`config.mk`:
```
export PLATFORM = sky130hd
export DESIGN_NAME = rv32i_instruction_execute_core
export DESIGN_NICKNAME = d
export VERILOG_FILES = /design/src/hdl/rv32ie_pkg.sv /design/src/hdl/rv32ie_regfile.sv /design/src/hdl/rv32ie_execute.sv /design/src/hdl/rv32i_instruction_execute_core.sv
export SDC_FILE = /design/constraint.sdc
export NUM_CORES = 2
export LEC_CHECK = 0
export CORE_AREA = 2 2 442 334
export CTS_CLUSTER_DIAMETER = 40
export DETAILED_ROUTE_END_ITERATION = 16
export DIE_AREA = 0 0 444 336
export DONT_BUFFER_PORTS = 1
export PLACE_DENSITY = 0.75
export SKIP_CTS_REPAIR_TIMING = 1
export SYNTH_ARGS = -nofsm -noshare
export SYNTH_HDL_FRONTEND = slang
export SYNTH_HIERARCHICAL = 1
export SYNTH_SLANG_ARGS = --single-unit
export TNS_END_PERCENT = 10
```
`constraint.sdc`:
```
create_clock -name clk -period 9 [get_ports clk]
set_clock_uncertainty 0.1 [all_clocks]
set_input_delay 0.9 -clock clk [delete_from_list [all_inputs] [get_ports clk]]
set_output_delay 0.9 -clock clk [all_outputs]
set_load 0.02 [all_outputs]
```
`src/hdl/rv32ie_pkg.sv`:
```
package rv32ie_pkg;

  localparam int NUM_REGS_DEF = 32;

  localparam logic ITEM_EXEC     = 1'b0;
  localparam logic ITEM_LOAD_RET = 1'b1;

  localparam logic [6:0] OPC_LOAD   = 7'h03;
  localparam logic [6:0] OPC_OP_IMM = 7'h13;
  localparam logic [6:0] OPC_AUIPC  = 7'h17;
  localparam logic [6:0] OPC_STORE  = 7'h23;
  localparam logic [6:0] OPC_OP     = 7'h33;
  localparam logic [6:0] OPC_LUI    = 7'h37;
  localparam logic [6:0] OPC_BRANCH = 7'h63;
  localparam logic [6:0] OPC_JALR   = 7'h67;
  localparam logic [6:0] OPC_JAL    = 7'h6f;
  localparam logic [6:0] OPC_SYSTEM = 7'h73;

  localparam logic [1:0] SIZE_BYTE = 2'd0;
  localparam logic [1:0] SIZE_HALF = 2'd1;
  localparam logic [1:0] SIZE_WORD = 2'd2;

  typedef struct packed {
    logic        opcode;
    logic [31:0] instr_word;
    logic [31:0] load_data;
  } in_item_t;

  typedef struct packed {
    logic [31:0] next_pc;
    logic        mem_request;
    logic        mem_write;
    logic [31:0] mem_addr;
    logic [1:0]  mem_size;
    logic [31:0] store_data;
    logic        halted;
    logic        waiting_load;
  } out_item_t;

  typedef struct packed {
    logic [31:0] pc;
    logic        halt;
    logic        load_pending;
    logic [4:0]  load_dest;
    logic [1:0]  load_size;
    logic        load_unsigned;
  } core_state_t;

  typedef struct packed {
    logic        en;
    logic [4:0]  idx;
    logic [31:0] data;
  } rf_write_t;

endpackage

```
`src/hdl/rv32ie_regfile.sv`:
```
module rv32ie_regfile #(
  parameter int NUM_REGS = 32
) (
  input  logic                 clk,
  input  logic                 rst,
  input  logic                 ren,
  input  logic [4:0]           raddr1,
  input  logic [4:0]           raddr2,
  input  rv32ie_pkg::rf_write_t wr,
  output logic [31:0]          rdata1,
  output logic [31:0]          rdata2
);
  import rv32ie_pkg::*;

  localparam int AW = $clog2(NUM_REGS);

  logic [31:0]         mem [NUM_REGS];
  logic [NUM_REGS-1:0] valid;

  logic [31:0] mem1;
  logic [31:0] mem2;
  logic [31:0] fwd_data;
  logic        fwd1;
  logic        fwd2;
  logic        zero1;
  logic        zero2;
  logic        wr_ok;
  logic        rd1_ok;
  logic        rd2_ok;

  // x0 and indexes past the file read as zero and drop writes
  assign wr_ok  = wr.en && (wr.idx != 5'd0) && ({1'b0, wr.idx} < 6'(NUM_REGS));
  assign rd1_ok = (raddr1 != 5'd0) && ({1'b0, raddr1} < 6'(NUM_REGS))
                  && valid[raddr1[AW-1:0]];
  assign rd2_ok = (raddr2 != 5'd0) && ({1'b0, raddr2} < 6'(NUM_REGS))
                  && valid[raddr2[AW-1:0]];

  always_ff @(posedge clk) begin
    if (rst) begin
      valid <= '0;
    end else if (wr_ok) begin
      valid[wr.idx[AW-1:0]] <= 1'b1;
    end
  end

  always_ff @(posedge clk) begin
    if (wr_ok) begin
      mem[wr.idx[AW-1:0]] <= wr.data;
    end
  end

  always_ff @(posedge clk) begin
    if (ren) begin
      mem1     <= mem[raddr1[AW-1:0]];
      mem2     <= mem[raddr2[AW-1:0]];
      fwd_data <= wr.data;
      fwd1     <= wr_ok && (wr.idx == raddr1);
      fwd2     <= wr_ok && (wr.idx == raddr2);
      zero1    <= !rd1_ok;
      zero2    <= !rd2_ok;
    end
  end

  assign rdata1 = fwd1 ? fwd_data : (zero1 ? 32'd0 : mem1);
  assign rdata2 = fwd2 ? fwd_data : (zero2 ? 32'd0 : mem2);

endmodule

```
`src/hdl/rv32ie_execute.sv`:
```
module rv32ie_execute (
  input  rv32ie_pkg::in_item_t    item,
  input  rv32ie_pkg::core_state_t st,
  input  logic [31:0]             rs1_val,
  input  logic [31:0]             rs2_val,
  output rv32ie_pkg::core_state_t st_next,
  output rv32ie_pkg::rf_write_t   wb,
  output rv32ie_pkg::out_item_t   res
);
  import rv32ie_pkg::*;

  function automatic logic [31:0] alu(input logic [2:0] f3, input logic alt,
                                      input logic [31:0] a, input logic [31:0] b);
    logic [31:0] r;
    unique case (f3)
      3'd0:    r = alt ? a - b : a + b;
      3'd1:    r = a << b[4:0];
      3'd2:    r = {31'd0, $signed(a) < $signed(b)};
      3'd3:    r = {31'd0, a < b};
      3'd4:    r = a ^ b;
      3'd5:    r = alt ? 32'($signed(a) >>> b[4:0]) : a >> b[4:0];
      3'd6:    r = a | b;
      default: r = a & b;
    endcase
    return r;
  endfunction

  function automatic logic taken(input logic [2:0] f3, input logic [31:0] a,
                                 input logic [31:0] b);
    logic t;
    unique case (f3)
      3'd0:    t = (a == b);
      3'd1:    t = (a != b);
      3'd4:    t = $signed(a) < $signed(b);
      3'd5:    t = !($signed(a) < $signed(b));
      3'd6:    t = a < b;
      3'd7:    t = a >= b;
      default: t = 1'b0;
    endcase
    return t;
  endfunction

  logic [31:0] w;
  logic [6:0]  opc;
  logic [4:0]  rd;
  logic [2:0]  f3;
  logic        alt;
  logic [31:0] imm_i;
  logic [31:0] imm_s;
  logic [31:0] imm_b;
  logic [31:0] imm_j;
  logic [31:0] imm_u;
  logic [31:0] pc4;
  logic [31:0] ld_ext;

  assign w     = item.instr_word;
  assign opc   = w[6:0];
  assign rd    = w[11:7];
  assign f3    = w[14:12];
  assign alt   = w[30];
  assign imm_i = {{20{w[31]}}, w[31:20]};
  assign imm_s = {{20{w[31]}}, w[31:25], w[11:7]};
  assign imm_b = {{19{w[31]}}, w[31], w[7], w[30:25], w[11:8], 1'b0};
  assign imm_j = {{11{w[31]}}, w[31], w[19:12], w[20], w[30:21], 1'b0};
  assign imm_u = {w[31:12], 12'd0};
  assign pc4   = st.pc + 32'd4;

  always_comb begin
    unique case (st.load_size)
      SIZE_BYTE: ld_ext = st.load_unsigned ? {24'd0, item.load_data[7:0]}
                                           : {{24{item.load_data[7]}}, item.load_data[7:0]};
      SIZE_HALF: ld_ext = st.load_unsigned ? {16'd0, item.load_data[15:0]}
                                           : {{16{item.load_data[15]}}, item.load_data[15:0]};
      default:   ld_ext = item.load_data;
    endcase
  end

  always_comb begin
    st_next = st;
    wb      = '0;
    res     = '0;
    if (item.opcode == ITEM_LOAD_RET) begin
      if (st.load_pending) begin
        wb.en   = 1'b1;
        wb.idx  = st.load_dest;
        wb.data = ld_ext;
        st_next.load_pending = 1'b0;
      end
    end else if (!st.load_pending) begin
      st_next.pc = pc4;
      unique case (opc)
        OPC_LUI: begin
          wb = '{en: 1'b1, idx: rd, data: imm_u};
        end
        OPC_AUIPC: begin
          wb = '{en: 1'b1, idx: rd, data: st.pc + imm_u};
        end
        OPC_JAL: begin
          wb = '{en: 1'b1, idx: rd, data: pc4};
          st_next.pc = st.pc + imm_j;
        end
        OPC_JALR: begin
          wb = '{en: 1'b1, idx: rd, data: pc4};
          st_next.pc = (rs1_val + imm_i) & ~32'd1;
        end
        OPC_BRANCH: begin
          if (taken(f3, rs1_val, rs2_val)) begin
            st_next.pc = st.pc + imm_b;
          end
        end
        OPC_LOAD: begin
          if (f3 == 3'd0 || f3 == 3'd1 || f3 == 3'd2 || f3 == 3'd4 || f3 == 3'd5) begin
            res.mem_request       = 1'b1;
            res.mem_addr          = rs1_val + imm_i;
            res.mem_size          = f3[1:0];
            st_next.load_pending  = 1'b1;
            st_next.load_dest     = rd;
            st_next.load_size     = f3[1:0];
            st_next.load_unsigned = f3[2];
          end
        end
        OPC_STORE: begin
          if (f3 <= 3'd2) begin
            res.mem_request = 1'b1;
            res.mem_write   = 1'b1;
            res.mem_addr    = rs1_val + imm_s;
            res.mem_size    = f3[1:0];
            res.store_data  = rs2_val;
          end
        end
        OPC_OP_IMM: begin
          wb = '{en: 1'b1, idx: rd, data: alu(f3, (f3 == 3'd5) && alt, rs1_val, imm_i)};
        end
        OPC_OP: begin
          wb = '{en: 1'b1, idx: rd, data: alu(f3, alt, rs1_val, rs2_val)};
        end
        OPC_SYSTEM: begin
          st_next.halt = 1'b1;
        end
        default: begin
        end
      endcase
    end
    res.next_pc      = st_next.pc;
    res.halted       = st_next.halt;
    res.waiting_load = st_next.load_pending;
  end

endmodule

```
`src/hdl/rv32i_instruction_execute_core.sv`:
```
// Channel  Direction  Handshake              Beat
// in       input      in_valid / in_stall    in_item_t: opcode, instr_word, load_data
// out      output     out_valid / out_stall  out_item_t: next_pc, memory request, status
// cfg      input      cfg_valid / cfg_ready  reset_pc, also loaded into the PC
//
// One item per cycle sustained while out_stall does not hold the result register; an item
// passes the input register with the registered regfile read, then execute into the result register.
// The executing item's write to the regfile is forwarded to the item entering behind it.
// rst clears the PC, halt and load tracking, and all registers read as zero.
// in_stall rises only while the result register is full and stalled with an item behind it.
module rv32i_instruction_execute_core #(
  parameter int NUM_REGS = rv32ie_pkg::NUM_REGS_DEF
) (
  input  logic                  clk,
  input  logic                  rst,
  input  logic                  in_valid,
  output logic                  in_stall,
  input  rv32ie_pkg::in_item_t  in_data,
  output logic                  out_valid,
  input  logic                  out_stall,
  output rv32ie_pkg::out_item_t out_data,
  input  logic                  cfg_valid,
  output logic                  cfg_ready,
  input  logic [31:0]           cfg_data
);
  import rv32ie_pkg::*;

  logic        s1_valid;
  in_item_t    s1_item;
  logic        in_beat;
  logic        exec_fire;
  logic [31:0] rs1_val;
  logic [31:0] rs2_val;
  core_state_t st;
  core_state_t st_next;
  rf_write_t   wb;
  rf_write_t   rf_wr;
  out_item_t   res;

  assign cfg_ready = 1'b1;
  assign exec_fire = s1_valid && (!out_valid || !out_stall);
  assign in_stall  = s1_valid && !exec_fire;
  assign in_beat   = in_valid && !in_stall;
  assign rf_wr     = '{en: wb.en && exec_fire, idx: wb.idx, data: wb.data};

  rv32ie_regfile #(
    .NUM_REGS(NUM_REGS)
  ) u_regfile (
    .clk    (clk),
    .rst    (rst),
    .ren    (in_beat),
    .raddr1 (in_data.instr_word[19:15]),
    .raddr2 (in_data.instr_word[24:20]),
    .wr     (rf_wr),
    .rdata1 (rs1_val),
    .rdata2 (rs2_val)
  );

  rv32ie_execute u_execute (
    .item    (s1_item),
    .st      (st),
    .rs1_val (rs1_val),
    .rs2_val (rs2_val),
    .st_next (st_next),
    .wb      (wb),
    .res     (res)
  );

  always_ff @(posedge clk) begin
    if (rst) begin
      s1_valid <= 1'b0;
    end else if (in_beat) begin
      s1_valid <= 1'b1;
    end else if (exec_fire) begin
      s1_valid <= 1'b0;
    end
  end

  always_ff @(posedge clk) begin
    if (in_beat) begin
      s1_item <= in_data;
    end
  end

  always_ff @(posedge clk) begin
    if (rst) begin
      out_valid <= 1'b0;
    end else if (exec_fire) begin
      out_valid <= 1'b1;
    end else if (!out_stall) begin
      out_valid <= 1'b0;
    end
  end

  always_ff @(posedge clk) begin
    if (exec_fire) begin
      out_data <= res;
    end
  end

  always_ff @(posedge clk) begin
    if (rst) begin
      st <= '0;
    end else if (cfg_valid && cfg_ready) begin
      st.pc <= cfg_data;
    end else if (exec_fire) begin
      st <= st_next;
    end
  end

endmodule

```
Yosys cells after proc, flatten, opt, wreduce, memory -nomap -nowiden
Memory sizes are Yosys's and may differ from the RTL's. A register that Yosys moved wholly into a read port is not among the register bits. Index checks and enable logic that the tools add are counted.

Equal/unequal tests: 23. Bitwise logic cells: 12. Magnitude comparators: 10. Shifts and indexed selects: 6. Reduce and logical (&&, ||, !) cells: 36. Mux-type cells: 49. $add $sub $neg: 9.

Operator list (number): $pmux W32 S7 (2); $mux W32 (12); $add A32 B32 Y32 (6); $pmux W38 S5 (1); $mux W38 (3); $lt A32 B32 Y1 (3); $or A32 B32 Y32 (3); $pmux W32 S3 (1); $mux W42 (2); $mux W68 (1); $pmux W34 S2 (1); $and A32 B32 Y32 (2); $pmux W32 S2 (1); $shl A32 B5 Y32 (2); $shr A32 B5 Y32 (2); $sshr A32 B5 Y32 (2); $sub A32 B32 Y32 (2); $xor A32 B32 Y32 (2); $mux W34 (1); $mux W33 (1); $add A32 B3 Y32 const B (1); $eq A32 B32 Y1 (1); $ge A32 B32 Y1 (1); $lt A32 B12 Y1 (1); other kinds (34) (91).

Word-level logic and storage cells: 171. Memories kept: 1. Bits of input ports: 102. Bits in registers: 279. Output and inout bits: 105. RAM bits: 1024.

Memory list: u_regfile.mem (depth 32, width 32, rd ports 2, clocked after memory_dff 2, wr ports 1, line rv32ie_regfile.sv:17) `logic [31:0] mem [NUM_REGS];`.

Longest topological paths before layout
Word-level depth: 14. Gate-level depth with buffers: 26.

Hierarchy
Netlist, hierarchy kept.

By module, submodules not included: rv32ie_regfile (instances 1, cells an instance 2944, area each 52731.8 um2, sequential area each 34393.0 um2); rv32ie_execute (instances 1, cells an instance 3645, area each 24997.7 um2, sequential area each 0.0 um2); rv32i_instruction_execute_core (instances 1, cells an instance 404, area each 7273.2 um2, sequential area each 5895.7 um2).

Least setup slack after synthesis
OpenSTA, ideal clock, no wires.

Path kind: input to register. Start: input out_stall. End: register s1_item[0] (netlist bit) (enable). Stages: 2. Slack: -0.196 ns. Buffers on the path: 0. Data arrival time: 8.388 ns. Cells stage by stage: and3_1 -> nor2b_1.

Longest elaborated chain between the ends: 7.

Ends and longest elaborated chain: from (decl) (line rv32i_instruction_execute_core.sv:20) `input logic out_stall,`; $logic_not A1 Y1; $logic_or A1 B1 Y1 (line rv32i_instruction_execute_core.sv:41) `assign exec_fire = s1_valid && (!out_valid || !out_stall);`; $logic_and A1 B1 Y1 (line rv32i_instruction_execute_core.sv:41); $logic_not A1 Y1 (line rv32i_instruction_execute_core.sv:42) `assign in_stall = s1_valid && !exec_fire;`; $logic_and A1 B1 Y1 (line rv32i_instruction_execute_core.sv:42); $logic_not A1 Y1 (line rv32i_instruction_execute_core.sv:43) `assign in_beat = in_valid && !in_stall;`; $logic_and A1 B1 Y1 (line rv32i_instruction_execute_core.sv:43); via in_beat (line rv32i_instruction_execute_core.sv:30) `logic in_beat;`; to (signal assigned) (line rv32i_instruction_execute_core.sv:81) `s1_item <= in_data;`; to (decl) (line rv32i_instruction_execute_core.sv:29) `in_item_t s1_item;`.

The timed path passes the listed nets, and every way through them passes these cells. A chain may end at the register's enable or synchronous reset.

==> results by group <==
Logic synthesis
  • Number of synthesized flops with an enable pin: 1291
  • Area leader, netlist: edfxtp_1
  • Mapped Area: 85000 sq um
  • Async SR Flop Fraction: 0
  • Cell with the most instances after synthesis: edfxtp_1
  • Synth Area in Compound Gates: 0.160
  • Synth top area cells: edfxtp_1, mux4_2, mux2i_1
  • Largest family of logic cells by synthesized area: multiplexers
  • Synth Area in Adders: 0.0393
  • Synth Area in XOR/XNOR: 0.0180
  • Register bit count reported by yosys: 1367
  • Most frequent cells after synthesis: edfxtp_1, nor2_1, mux2i_1, mux4_2, a21oi_1
  • Post-Synth Simple-Gate Area: 0.0718
  • Mux cell area share after synthesis: 0.193
  • Mapped Cells: 6993
  • Post-Syn Area per Cell: 12.2 sq um
  • Register area share after synthesis: 0.474
  • Synth Warn #: 6
  • Yosys cell types: 108
  • Yosys top cell area share: 0.456
  • Top_reg_cell synth: edfxtp_1

Final layout
  • Layout cell share with drive strength beyond 1: 0.180
  • Final core occ: 0.637
  • Area Overhead vs Synth: 8.28%
  • Nets@finish: 7134
  • # fillers: 10400

Timing
  • Final hold slack: 48.7 ps
  • Post-Route Setup TNS: 0 ps
  • Max-slew headroom: -0.257
  • Max Slew Vio Count: 136
  • Setup violators final: 0
  • Period utilisation layout: 0.911
  • Worst-margin pin slew: 1890 ps
  • Final worst setup slack: 805 ps
  • Min cycle time layout: 8200 ps
  • FMAX: 122 MHz
  • Final-report hold violation count: 0
  • RSZ-0062 raised after global routing: no

Route
  • Vias/cell: 8.10
  • DRT iter0 DRCs: 14300
  • Vias: 71500
  • Post-route ant nets: 0
  • Drt first pass iters: 8
  • DR WL/cell: 43.8 um
  • Residual DRC count: 0
  • Final wirelength: 387000 um

Setup path
  • Crit end category: flop
  • CP max stage delay: 1260 ps
  • CP Class: reg -> reg
  • Crit path launch type: flop
  • Worst path required time: 9240 ps
  • Cells along the critical path: nor2_2 -> buf_4 -> a22o_1 -> buf_4 -> inv_1 -> ha_1 -> nand4_1 -> o31ai_1 -> xor2_1 -> nand2_1 -> a21oi_1 -> a221oi_1 -> o21ai_0 -> a21o_1
  • Dominant delay contributor by cell family on the critical path: compound AO/OA/AOI/OAI gates
  • Slowest-stage cell, CP: o31ai_1
  • Cell mode on critical path: buf_4
  • Buf/Inv on CP: 3
  • Critical-path maximum fanout: 33
  • Worst endpoint data arrival time: 8440 ps

Power
  • VDD IR max: 0.000218 V
  • Psw: 0.00478 W
  • Leakage: 30.7 nW
  • Sequential Power Share: 0.442
  • Combinational power share: 0.156
  • Internal: 0.0114 W
  • Switch share: 0.296
  • Pwr dens: 176 nW/um^2
  • Power Total: 0.0162 W
  • Clock share of power: 0.402

Floorplan
  • Core area: 145000 sq um
  • Die Area: 149000 sq um
  • Starting density of the core: 0.588
  • Row count: 121
  • Chip height: 336 um
  • Die X: 444 um
  • Ports: 207

Clock tree
  • Clock root buffer master: clkbuf_16
  • Worst-path clk slew: 70 ps
  • Bufs on Longest Clock Path: 3
  • CTS tree: built
  • Clock sinks: 1367
  • Total CTS buffers: 152
  • H-tree Lvls: 4
  • Skew-Pair Late Insertion Delay: 870 ps

Placement
  • Input/output buffers: 0
  • Routability cong.: 1.09
  • Pre-CTS WS: 1710 ps
  • DPL Wire Length: 254000 um

Outcome
  • Failing checks: max-capacitance violations, max-slew violations
  • Status: finished, violations left

GRT
  • Pin count of the biggest net entering global routing: 241
  • First-pass GRT wire length: 529000 um
  • GR Util All Layers: 0.508
  • Vias in the first global route: 67500
  • Overflow after GRT: 0
  • Number of antenna violations at the first check in global routing: 38

Min path
  • Worst hold path class: in -> reg

Run
  • Max-cap violations: 3
-- cells in the final DEF, fill, tap and decap left out, drive strengths merged, types with 83 or more instances in the layout --
master  synthesis  routed
mux2i         481     481
mux4          471     471
xnor2         111     111
a21o           83      83
clkbuf        380     176
o21ai         326     326
a211oi        132     132
edfxtp       1291    1291
a221oi        282     282
buf           265     237
ha            254     254
nand2         369     369
mux2           86      86
o22ai         158     158
inv           179     197
nor2          568     568
a21oi         464     464
nor3          121     121
-- state kept, by name (all words and copies together) (netlist names) --
signal / flops
u_regfile/zero1: 1
u_regfile/fwd2: 1
s1_item: 65
u_regfile/valid: 32
out_data: 102
s1_valid: 1
st: 42
u_regfile/mem: 1024
u_regfile/mem1: 32
out_valid: 1
u_regfile/mem2: 32
u_regfile/zero2: 1
u_regfile/fwd_data: 32
u_regfile/fwd1: 1
-- final timing paths --
path / startpoint / endpoint / slack [ps] / depth (start not counted)
max: u_regfile/fwd1 / u_regfile/mem[28][11] / 800 / 14
min: in_data[22] / s1_item[22] / 50 / 0
max reg2reg: u_regfile/fwd1 / u_regfile/mem[28][11] / 800 / 14
min reg2reg: s1_valid / out_valid / 370 / 2
-- logic make-up (layout without fill, tap and decap cells) --
logic type               Yosys count  count (layout)
AO/OA/AOI/OAI                   1951            1951
AND/OR/NAND/NOR                 1370            1370
flip-flops                      1367            1367
multiplexers                    1038            1038
buffers and inverters            828             705
adder cells (fa/ha/maj)          262             262
XOR/XNOR                         175             175
other                              2              44
-- cell type report --
| cell class | count | area, sq um | share of cell area |
|---|---|---|---|
| timing repair buffer | 237 | 1800 | 0.0196 |
| multi-input combinational | 4829 | 41600 | 0.452 |
| tap | 1906 | 2380 | 0.0259 |
| inverter | 183 | 699 | 0.00760 |
| sequential | 1367 | 40300 | 0.438 |
| clock inverter | 109 | 1270 | 0.0139 |
| antenna | 11 | 27.5 | 0.000299 |
| clock buffer | 176 | 3940 | 0.0428 |
-- power groups by stage --
stage | logic (W) | clock network (W) | registers (W)
2_1_floorplan | 0.00163 | 0 | 0.00718
3_3_place_gp | 0.00233 | 0 | 0.00726
3_5_place_dp | 0.00232 | 0 | 0.00726
6_report | 0.00252 | 0.00650 | 0.00714
4_1_cts | 0.00233 | 0.00647 | 0.00713
5_1_grt | 0.00255 | 0.00668 | 0.00713
-- metal layers --
metal,routed length [um],vias to the layer above,GRT usage
met2,151000,7388,0.669
met3,75700,1662,0.278
met1,136000,35100,0.674
li1,-,27200,-
met4,23300,50,0.251
met5,474,-,0.00635
-- per-stage QoR --
step | area (sq um) | cells
6_report | 92000 | 8818
2_1_floorplan | 85100 | 7024
4_1_cts | 92000 | 8803
5_1_grt | 92000 | 8808
3_3_place_gp | 86800 | 8517
3_5_place_dp | 86800 | 8518
No activity file was read; power rests on OpenSTA's default activity.
